File: config.mk
export PLATFORM = sky130hd
export DESIGN_NAME = wash_cycle_sequencer
export DESIGN_NICKNAME = d
export VERILOG_FILES = /design/src/rtl/core/wcs_pkg.sv /design/src/rtl/core/wcs_cfg_regs.sv /design/src/rtl/core/wcs_timer.sv /design/src/rtl/core/wash_cycle_sequencer.sv
export SDC_FILE = /design/constraint.sdc
export NUM_CORES = 1
export LEC_CHECK = 0
export BUFFER_PORTS_ARGS = -buffer_cell sky130_fd_sc_hd__buf_4
export CAP_MARGIN = 20
export CORE_MARGIN = 5
export CORE_UTILIZATION = 55
export DETAILED_ROUTE_END_ITERATION = 6
export PLACE_DENSITY = 0.69
export SLEW_MARGIN = 20
export SYNTH_ARGS = -nofsm -noshare
export SYNTH_HDL_FRONTEND = slang
export SYNTH_SLANG_ARGS = --single-unit
File: constraint.sdc
create_clock -name clk -period 8.7 [get_ports clk]
set_clock_uncertainty 0.15 [all_clocks]
set_input_delay 0.87 -clock clk [delete_from_list [all_inputs] [get_ports clk]]
set_output_delay 0.87 -clock clk [all_outputs]
set_load 0.01 [all_outputs]
File: src/rtl/core/wcs_pkg.sv
`default_nettype none
// ----------------------------------------------------------------------------
// wcs_pkg
// shared types, register indexes and state codes of the wash cycle sequencer
// ----------------------------------------------------------------------------
package wcs_pkg;

  localparam int CNT_W  = 22;
  localparam int TEMP_W = 10;
  localparam int DUTY_W = 8;
  localparam int CODE_W = 3;
  localparam int IDX_W  = 3;

  localparam logic [CNT_W-1:0] CNT_MAX = {CNT_W{1'b1}};
  localparam logic [DUTY_W-1:0] DUTY_FULL = {DUTY_W{1'b1}};
  localparam logic [DUTY_W-1:0] DUTY_OFF = '0;

  // register indexes
  localparam logic [IDX_W-1:0] REG_FILL_TIME        = 3'd0;
  localparam logic [IDX_W-1:0] REG_HEAT_THRESHOLD   = 3'd1;
  localparam logic [IDX_W-1:0] REG_AGITATE_PERIOD   = 3'd2;
  localparam logic [IDX_W-1:0] REG_WASH_NORMAL_TIME = 3'd3;
  localparam logic [IDX_W-1:0] REG_WASH_EXTRA_TIME  = 3'd4;
  localparam logic [IDX_W-1:0] REG_SPIN_TIME        = 3'd5;
  localparam logic [IDX_W-1:0] REG_SPIN_DUTY        = 3'd6;

  // reset values
  localparam logic [CNT_W-1:0]  RST_FILL_TIME        = 22'd300000;
  localparam logic [TEMP_W-1:0] RST_HEAT_THRESHOLD   = 10'd246;
  localparam logic [CNT_W-1:0]  RST_AGITATE_PERIOD   = 22'd10000;
  localparam logic [CNT_W-1:0]  RST_WASH_NORMAL_TIME = 22'd1800000;
  localparam logic [CNT_W-1:0]  RST_WASH_EXTRA_TIME  = 22'd2700000;
  localparam logic [CNT_W-1:0]  RST_SPIN_TIME        = 22'd900000;
  localparam logic [DUTY_W-1:0] RST_SPIN_DUTY        = 8'd230;

  // reported state codes
  localparam logic [CODE_W-1:0] CODE_IDLE  = 3'd0;
  localparam logic [CODE_W-1:0] CODE_FILL  = 3'd1;
  localparam logic [CODE_W-1:0] CODE_HEAT  = 3'd2;
  localparam logic [CODE_W-1:0] CODE_WASH  = 3'd3;
  localparam logic [CODE_W-1:0] CODE_SPIN  = 3'd4;
  localparam logic [CODE_W-1:0] CODE_DRAIN = 3'd5;

  typedef enum logic [5:0] {
    S_IDLE  = 6'b000001,
    S_FILL  = 6'b000010,
    S_HEAT  = 6'b000100,
    S_WASH  = 6'b001000,
    S_SPIN  = 6'b010000,
    S_DRAIN = 6'b100000
  } state_t;

  typedef struct packed {
    logic              power_on;
    logic              start_level;
    logic              extra_wash;
    logic              full_level;
    logic [TEMP_W-1:0] temp_reading;
    logic              stop_request;
  } in_item_t;

  typedef struct packed {
    logic              heater_on;
    logic              door_lock;
    logic              drain_closed;
    logic              pump_on;
    logic [DUTY_W-1:0] motor_duty;
    logic [CODE_W-1:0] cycle_state;
  } out_item_t;

  typedef struct packed {
    logic [CNT_W-1:0]  fill_time;
    logic [TEMP_W-1:0] heat_threshold;
    logic [CNT_W-1:0]  agitate_period;
    logic [CNT_W-1:0]  wash_normal_time;
    logic [CNT_W-1:0]  wash_extra_time;
    logic [CNT_W-1:0]  spin_time;
    logic [DUTY_W-1:0] spin_duty;
  } cfg_t;

  typedef struct packed {
    logic             step;
    logic             clear;
    logic             use_now;
    logic [CNT_W-1:0] amount;
  } timer_ctl_t;

  function automatic logic [CODE_W-1:0] state_code(input state_t s);
    logic [CODE_W-1:0] c;
    case (s)
      S_FILL:  c = CODE_FILL;
      S_HEAT:  c = CODE_HEAT;
      S_WASH:  c = CODE_WASH;
      S_SPIN:  c = CODE_SPIN;
      S_DRAIN: c = CODE_DRAIN;
      default: c = CODE_IDLE;
    endcase
    return c;
  endfunction

endpackage
`default_nettype wire

File: src/rtl/core/wcs_cfg_regs.sv
`default_nettype none
// ----------------------------------------------------------------------------
// wcs_cfg_regs
// configuration register file, written through the index/data channel
// ----------------------------------------------------------------------------
module wcs_cfg_regs (
  input  wire logic                       clk,
  input  wire logic                       rst,
  input  wire logic                       cfg_valid,
  output logic                            cfg_ready,
  input  wire logic [wcs_pkg::IDX_W-1:0]  cfg_index,
  input  wire logic [wcs_pkg::CNT_W-1:0]  cfg_data,
  output wcs_pkg::cfg_t                   cfg
);

  assign cfg_ready = 1'b1;

  always_ff @(posedge clk) begin
    if (rst) begin
      cfg.fill_time        <= wcs_pkg::RST_FILL_TIME;
      cfg.heat_threshold   <= wcs_pkg::RST_HEAT_THRESHOLD;
      cfg.agitate_period   <= wcs_pkg::RST_AGITATE_PERIOD;
      cfg.wash_normal_time <= wcs_pkg::RST_WASH_NORMAL_TIME;
      cfg.wash_extra_time  <= wcs_pkg::RST_WASH_EXTRA_TIME;
      cfg.spin_time        <= wcs_pkg::RST_SPIN_TIME;
      cfg.spin_duty        <= wcs_pkg::RST_SPIN_DUTY;
    end else if (cfg_valid && cfg_ready) begin
      case (cfg_index)
        wcs_pkg::REG_FILL_TIME:        cfg.fill_time        <= cfg_data;
        wcs_pkg::REG_HEAT_THRESHOLD:
          cfg.heat_threshold <= cfg_data[wcs_pkg::TEMP_W-1:0];
        wcs_pkg::REG_AGITATE_PERIOD:   cfg.agitate_period   <= cfg_data;
        wcs_pkg::REG_WASH_NORMAL_TIME: cfg.wash_normal_time <= cfg_data;
        wcs_pkg::REG_WASH_EXTRA_TIME:  cfg.wash_extra_time  <= cfg_data;
        wcs_pkg::REG_SPIN_TIME:        cfg.spin_time        <= cfg_data;
        wcs_pkg::REG_SPIN_DUTY:
          cfg.spin_duty <= cfg_data[wcs_pkg::DUTY_W-1:0];
        default: begin
        end
      endcase
    end
  end

endmodule
`default_nettype wire

File: src/rtl/core/wcs_timer.sv
`default_nettype none
// ----------------------------------------------------------------------------
// wcs_timer
// one-shot tick timer: arms on first use, expires once when count > limit
// ----------------------------------------------------------------------------
module wcs_timer (
  input  wire logic                clk,
  input  wire logic                rst,
  input  wcs_pkg::timer_ctl_t      ctl,
  output logic                     expired
);

  logic                      armed;
  logic [wcs_pkg::CNT_W-1:0] count;
  logic [wcs_pkg::CNT_W-1:0] limit;

  logic                      armed_next;
  logic [wcs_pkg::CNT_W-1:0] count_next;
  logic [wcs_pkg::CNT_W-1:0] limit_next;

  always_comb begin
    armed_next = armed;
    count_next = count;
    limit_next = limit;
    expired    = 1'b0;
    // tick first
    if (armed && count != wcs_pkg::CNT_MAX) begin
      count_next = count + 1'b1;
    end
    if (ctl.clear) begin
      armed_next = 1'b0;
      count_next = '0;
      limit_next = '0;
    end
    if (ctl.use_now) begin
      if (!armed_next) begin
        armed_next = 1'b1;
        limit_next = ctl.amount;
        count_next = '0;
      end else if (count_next > limit_next) begin
        armed_next = 1'b0;
        count_next = '0;
        expired    = 1'b1;
      end
    end
  end

  always_ff @(posedge clk) begin
    if (rst) begin
      armed <= 1'b0;
      count <= '0;
      limit <= '0;
    end else if (ctl.step) begin
      armed <= armed_next;
      count <= count_next;
      limit <= limit_next;
    end
  end

endmodule
`default_nettype wire

File: src/rtl/core/wash_cycle_sequencer.sv
// path: a request is accepted into the input register, and its result is
// then written to the result register and shown from there
// throughput: one request per cycle unless out_stall holds the result register;
// the state, timer and motor-flag update of one request is done between the
// two registers
// reset: synchronous rst returns to idle, clears both timers and loads the default configuration
`default_nettype none
// ----------------------------------------------------------------------------
// wash_cycle_sequencer
// washing machine cycle controller stepped once per millisecond sample
// ----------------------------------------------------------------------------
module wash_cycle_sequencer (
  input  wire logic                       clk,
  input  wire logic                       rst,
  input  wire logic                       in_valid,
  output logic                            in_stall,
  input  wcs_pkg::in_item_t               in_data,
  output logic                            out_valid,
  input  wire logic                       out_stall,
  output wcs_pkg::out_item_t              out_data,
  input  wire logic                       cfg_valid,
  output logic                            cfg_ready,
  input  wire logic [wcs_pkg::IDX_W-1:0]  cfg_index,
  input  wire logic [wcs_pkg::CNT_W-1:0]  cfg_data
);

  wcs_pkg::cfg_t       cfg;
  wcs_pkg::in_item_t   req;
  logic                req_valid;
  logic                adv;

  wcs_pkg::state_t     machine_state;
  wcs_pkg::state_t     st;
  wcs_pkg::state_t     machine_state_next;
  logic                agitate_motor_on;
  logic                agitate_motor_on_next;

  wcs_pkg::timer_ctl_t ctl_a;
  wcs_pkg::timer_ctl_t ctl_b;
  logic                exp_a;
  logic                exp_b;
  wcs_pkg::out_item_t  result;

  wcs_cfg_regs u_cfg (
    .clk       (clk),
    .rst       (rst),
    .cfg_valid (cfg_valid),
    .cfg_ready (cfg_ready),
    .cfg_index (cfg_index),
    .cfg_data  (cfg_data),
    .cfg       (cfg)
  );

  wcs_timer u_timer_a (
    .clk     (clk),
    .rst     (rst),
    .ctl     (ctl_a),
    .expired (exp_a)
  );

  wcs_timer u_timer_b (
    .clk     (clk),
    .rst     (rst),
    .ctl     (ctl_b),
    .expired (exp_b)
  );

  // handshake
  assign adv      = req_valid && (!out_valid || !out_stall);
  assign in_stall = req_valid && !adv;

  always_ff @(posedge clk) begin
    if (rst) begin
      req_valid <= 1'b0;
    end else if (!in_stall) begin
      req_valid <= in_valid;
    end
  end

  always_ff @(posedge clk) begin
    if (in_valid && !in_stall) begin
      req <= in_data;
    end
  end

  // stop forces drain before the state logic
  assign st = req.stop_request ? wcs_pkg::S_DRAIN : machine_state;

  // timer requests
  always_comb begin
    ctl_a.step    = adv;
    ctl_a.clear   = req.stop_request;
    ctl_a.use_now = 1'b0;
    ctl_a.amount  = cfg.fill_time;
    ctl_b.step    = adv;
    ctl_b.clear   = req.stop_request;
    ctl_b.use_now = 1'b0;
    ctl_b.amount  = cfg.spin_time;
    case (st)
      wcs_pkg::S_FILL: begin
        ctl_a.use_now = 1'b1;
      end
      wcs_pkg::S_WASH: begin
        ctl_a.use_now = 1'b1;
        ctl_a.amount  = cfg.agitate_period;
        ctl_b.use_now = 1'b1;
        ctl_b.amount  = req.extra_wash ? cfg.wash_extra_time : cfg.wash_normal_time;
      end
      wcs_pkg::S_SPIN: begin
        ctl_b.use_now = 1'b1;
      end
      default: begin
      end
    endcase
  end

  // step logic
  always_comb begin
    machine_state_next    = st;
    agitate_motor_on_next = 1'b0;
    result.heater_on      = 1'b0;
    result.door_lock      = 1'b1;
    result.drain_closed   = 1'b1;
    result.pump_on        = 1'b0;
    result.motor_duty     = wcs_pkg::DUTY_OFF;
    case (st)
      wcs_pkg::S_FILL: begin
        result.pump_on = 1'b1;
        if (exp_a) begin
          machine_state_next = wcs_pkg::S_HEAT;
        end
      end
      wcs_pkg::S_HEAT: begin
        result.heater_on = 1'b1;
        if (req.temp_reading >= cfg.heat_threshold) begin
          machine_state_next = wcs_pkg::S_WASH;
        end
      end
      wcs_pkg::S_WASH: begin
        agitate_motor_on_next = agitate_motor_on ^ exp_a;
        result.motor_duty = agitate_motor_on_next ? wcs_pkg::DUTY_FULL : wcs_pkg::DUTY_OFF;
        if (exp_b) begin
          machine_state_next = wcs_pkg::S_SPIN;
        end
      end
      wcs_pkg::S_SPIN: begin
        result.motor_duty = cfg.spin_duty;
        if (exp_b) begin
          machine_state_next = wcs_pkg::S_DRAIN;
        end
      end
      wcs_pkg::S_DRAIN: begin
        result.drain_closed = 1'b0;
        if (!req.full_level) begin
          machine_state_next = wcs_pkg::S_IDLE;
        end
      end
      default: begin
        result.door_lock   = 1'b0;
        machine_state_next = wcs_pkg::S_IDLE;
        if (req.power_on && req.start_level) begin
          machine_state_next = wcs_pkg::S_FILL;
        end
      end
    endcase
    result.cycle_state = wcs_pkg::state_code(machine_state_next);
  end

  always_ff @(posedge clk) begin
    if (rst) begin
      machine_state    <= wcs_pkg::S_IDLE;
      agitate_motor_on <= 1'b0;
    end else if (adv) begin
      machine_state    <= machine_state_next;
      agitate_motor_on <= agitate_motor_on_next;
    end
  end

  // result register
  always_ff @(posedge clk) begin
    if (rst) begin
      out_valid <= 1'b0;
    end else if (adv) begin
      out_valid <= 1'b1;
    end else if (!out_stall) begin
      out_valid <= 1'b0;
    end
  end

  always_ff @(posedge clk) begin
    if (adv) begin
      out_data <= result;
    end
  end

  // checks
  a_stop_drains: assert property (@(posedge clk) disable iff (rst)
    adv && req.stop_request |=>
      out_data.cycle_state == wcs_pkg::CODE_DRAIN ||
      out_data.cycle_state == wcs_pkg::CODE_IDLE)
    else $error("stop request did not lead to drain or idle");

  a_unlock_idle: assert property (@(posedge clk) disable iff (rst)
    out_valid && !out_data.door_lock |->
      out_data.cycle_state == wcs_pkg::CODE_IDLE ||
      out_data.cycle_state == wcs_pkg::CODE_FILL)
    else $error("door unlocked outside idle");

  a_pump_fill: assert property (@(posedge clk) disable iff (rst)
    out_valid && out_data.pump_on |->
      out_data.cycle_state == wcs_pkg::CODE_FILL ||
      out_data.cycle_state == wcs_pkg::CODE_HEAT)
    else $error("pump on outside fill");

  // the flag may still be set on the step that leaves wash for spin
  a_motor_wash_only: assert property (@(posedge clk) disable iff (rst)
    agitate_motor_on |->
      machine_state == wcs_pkg::S_WASH || machine_state == wcs_pkg::S_SPIN)
    else $error("agitate flag set outside wash");

endmodule
`default_nettype wire
==> out/qor.csv <==
metric,value,unit
die_h,162,um
num_vias,11100,
hold_buffers,0,
core-area,22700,um2
max_stage_delay,0.74,ns
crit_family,compound AO/OA/AOI/OAI gates,
p_switching,600,uW
synthesis.area,12700,um2
path_max_fanout,63,
area_growth,11.8,%
comb_power_share,5.7,%
numPortBuffers,61,
cts_buffers,28,
end_kind,register,
cap_violations,0,
rows,55,
p_sw_share,22.7,%
ys_seq_elements,257,
ant_nets,0,
hpwl,22200,um
synth_cell_types,67,
outcome,"finished, final reports clean",
hold_path.class,reg2reg,
wl_per_cell,17.6,um
crit_path_start_kind,register,
clock-root-buffer,clkbuf_16,
antenna_found_initial,0,
syn_inst,1596,
internal_power,2.04,mW
slowest_stage,a21oi_2,
mostFrequentLayoutCells,"nand2_1 (444), dfxtp_1 (227), a21oi_1 (194), nor2_1 (97), buf_4 (72)",
fillers,2064,
post_cts_resized,0,
fp.dieW,162,um
ir_drop,0.000139,V
multi_input_area,6820,um2
initial_core_util,56.1,%
final_common_cell,nand2_1,
fin_setup_tns,0,ns
fin_crit,4.86,ns
overflow,0,
io_pins,63,
viasPerCell,5.84,
die_area,26300,um2
wl,33500,um
gr-usage-met2,35.7,%
drive_gt1_share,8.66,%
worst_ep_required_time,9.01,ns
n_antenna_cell,0,
grt.total_usage,25.0,%
power.density,185,nW/um2
cts_sinks,257,
synth_edf_count,30,
synth-main-ff-cell,dfxtp_1,
use_met1,39.0,%
cts_buffer_depth,3,
tightest_slew,1.05,ns
clkTransAtPathRegs,0.06,ns
busiest_layer,met1,
cts_setup_buffers,0,
finalNetCount,1696,
cp.buffers_inverters,3,
htree_levels,1,
relSlewSlack,30.1,%
cts_tree,done,
use_met3,3.17,%
leakage,5.45,nW
drt_first_pass_iters,6,
rsz0062_at_grt,false,
worst_ep_arrival_time,5.17,ns
synth-async-reset-ratio,0,%
slew_violations,0,
drt_iter0_drc,1017,
setup_viol,0,
clock_power_share,47.5,%
register_area,5450,um2
yosysWarnings,0,
place.gp.congestion,0.915,
drc_errors,0,
min_period_over_period,55.9,%
fmax,0.206,GHz
synth_area_per_cell,7.98,um2
grt_pass1_vias,10100,
synth_nets,1696,
hold_violations,0,
grt_pass1_wl,54300,um
grt_max_degree,116,
seq_area_frac_synth,42.8,%
worst_hold_slack,0.302,ns
cp_cell_sequence,buf_4 -> inv_1 -> buf_4 -> o21a_1 -> ha_1 -> a21oi_1 -> nand2_1 -> nor4b_1 -> o21ai_0 -> a21oi_2 -> or4b_1 -> a21oi_1,
clk_latency,0.56,ns
critPathKind,reg2reg,
seqPwrFrac,46.9,%
routing by layer:
metal / wire [um] / share of wire [%] / up-vias
li1: - / - / 5548
met1: 16200 / 48 / 5129
met2: 13800 / 41 / 382
met3: 2350 / 7.0 / 50
met4: 1150 / 3.4 / 0
met5: 0 / 0 / -
per-stage QoR:
step / util [%] / setup slack (ns) / instances / total power, mW / instance area [um2]
3_5_place_dp: 58.4 / 3.89 / 1851 / 1.41 / 13300
2_1_floorplan: - / 4.75 / 1596 / 1.35 / 12700
3_3_place_gp: 58.4 / 3.93 / 1851 / 1.41 / 13300
5_1_grt: 62.7 / 3.42 / 1901 / 2.73 / 14200
4_1_cts: 62.7 / 3.88 / 1901 / 2.66 / 14200
6_report: 62.7 / 3.84 / 1901 / 2.64 / 14200
worst paths after layout:
check,end,from,depth (start not counted),slack [ns]
min reg2reg,u_cfg.cfg[33],u_cfg.cfg[33],2,0.30
max,u_timer_a.count[21],ctl_a[23],12,3.84
max reg2reg,u_timer_a.count[21],ctl_a[23],12,3.84
min,u_cfg.cfg[33],u_cfg.cfg[33],2,0.30
cell families (layout without fill, tap and decap cells):
logic type	count (synthesis)	count (layout)	synth area share (%)
multiplexers	25	25	1.97
XOR/XNOR	29	29	1.99
adder cells (fa/ha/maj)	55	55	5.40
AND/OR/NAND/NOR	762	762	27.5
flip-flops	257	257	42.8
AO/OA/AOI/OAI	341	341	16.4
buffers and inverters	126	146	4.00
other	1	1	0.0294
worst reg2reg max path: cells and delay by family, from the launching register on:
family | cells | cell delay [ns]
AO/OA/AOI/OAI | 5 | 1.48
flip-flops | 1 | 0.32
AND/OR/NAND/NOR | 3 | 1.05
adder cells (fa/ha/maj) | 1 | 0.31
buffers and inverters | 3 | 1.48
Yosys cell counts, types with 5 or more instances:
library cell    n  area [um2]
dfxtp_1       227        4540
nand2_1       444        1670
a211o_1         7        61.3
buf_1           7        26.3
edfxtp_1       30         901
nand3_1        44         220
a22o_1         15         131
nand3b_1       51         383
nor2_1         99         372
o211ai_1       28         210
buf_2           5        25.0
o21ai_0        29         145
and4_1         12         105
inv_1          23        86.3
xnor2_1        12         105
and3_1         10        62.6
nor4_1         11        68.8
xor2_1         17         149
a31oi_1         5        31.3
nand4_1        19         119
or3_1           8        50.1
a211oi_1       20         150
a21o_1          9        67.6
nand2b_1       13        81.3
clkbuf_1       85         319
mux2i_1        25         250
a21oi_1       194         971
nor2b_1        10        62.6
ha_1           55         688
nor3_1         18        90.1
registers in the layout (all words and copies together), names as in the netlist:
register / count
req: 14
u_timer_b.armed: 1
u_timer_a.limit: 22
u_timer_a.count: 22
ctl_a: 1
req_valid: 1
u_cfg.cfg: 128
agitate_motor_on: 1
out_data: 15
machine_state: 6
u_timer_a.armed: 1
u_timer_b.limit: 22
u_timer_b.count: 22
out_valid: 1
power by group through the flow:
stage | registers, mW | logic [mW] | clock network (mW)
final | 1.24 | 0.149 | 1.25
after global routing | 1.24 | 0.164 | 1.33
after CTS | 1.24 | 0.149 | 1.27
after detailed placement | 1.26 | 0.148 | 0
after global placement | 1.26 | 0.146 | 0
after floorplan | 1.26 | 0.0866 | 0
area by class of cell:
| class | count | area share (%) |
|---|---|---|
| Multi-Input combinational cell | 1213 | 47.9 |
| Sequential cell | 257 | 38.2 |
| Clock buffer | 35 | 5.32 |
| Timing Repair Buffer | 73 | 3.87 |
| Tap cell | 285 | 2.50 |
| Clock inverter | 15 | 1.59 |
| Inverter | 23 | 0.606 |
No activity file was read; power rests on OpenSTA's default activity.
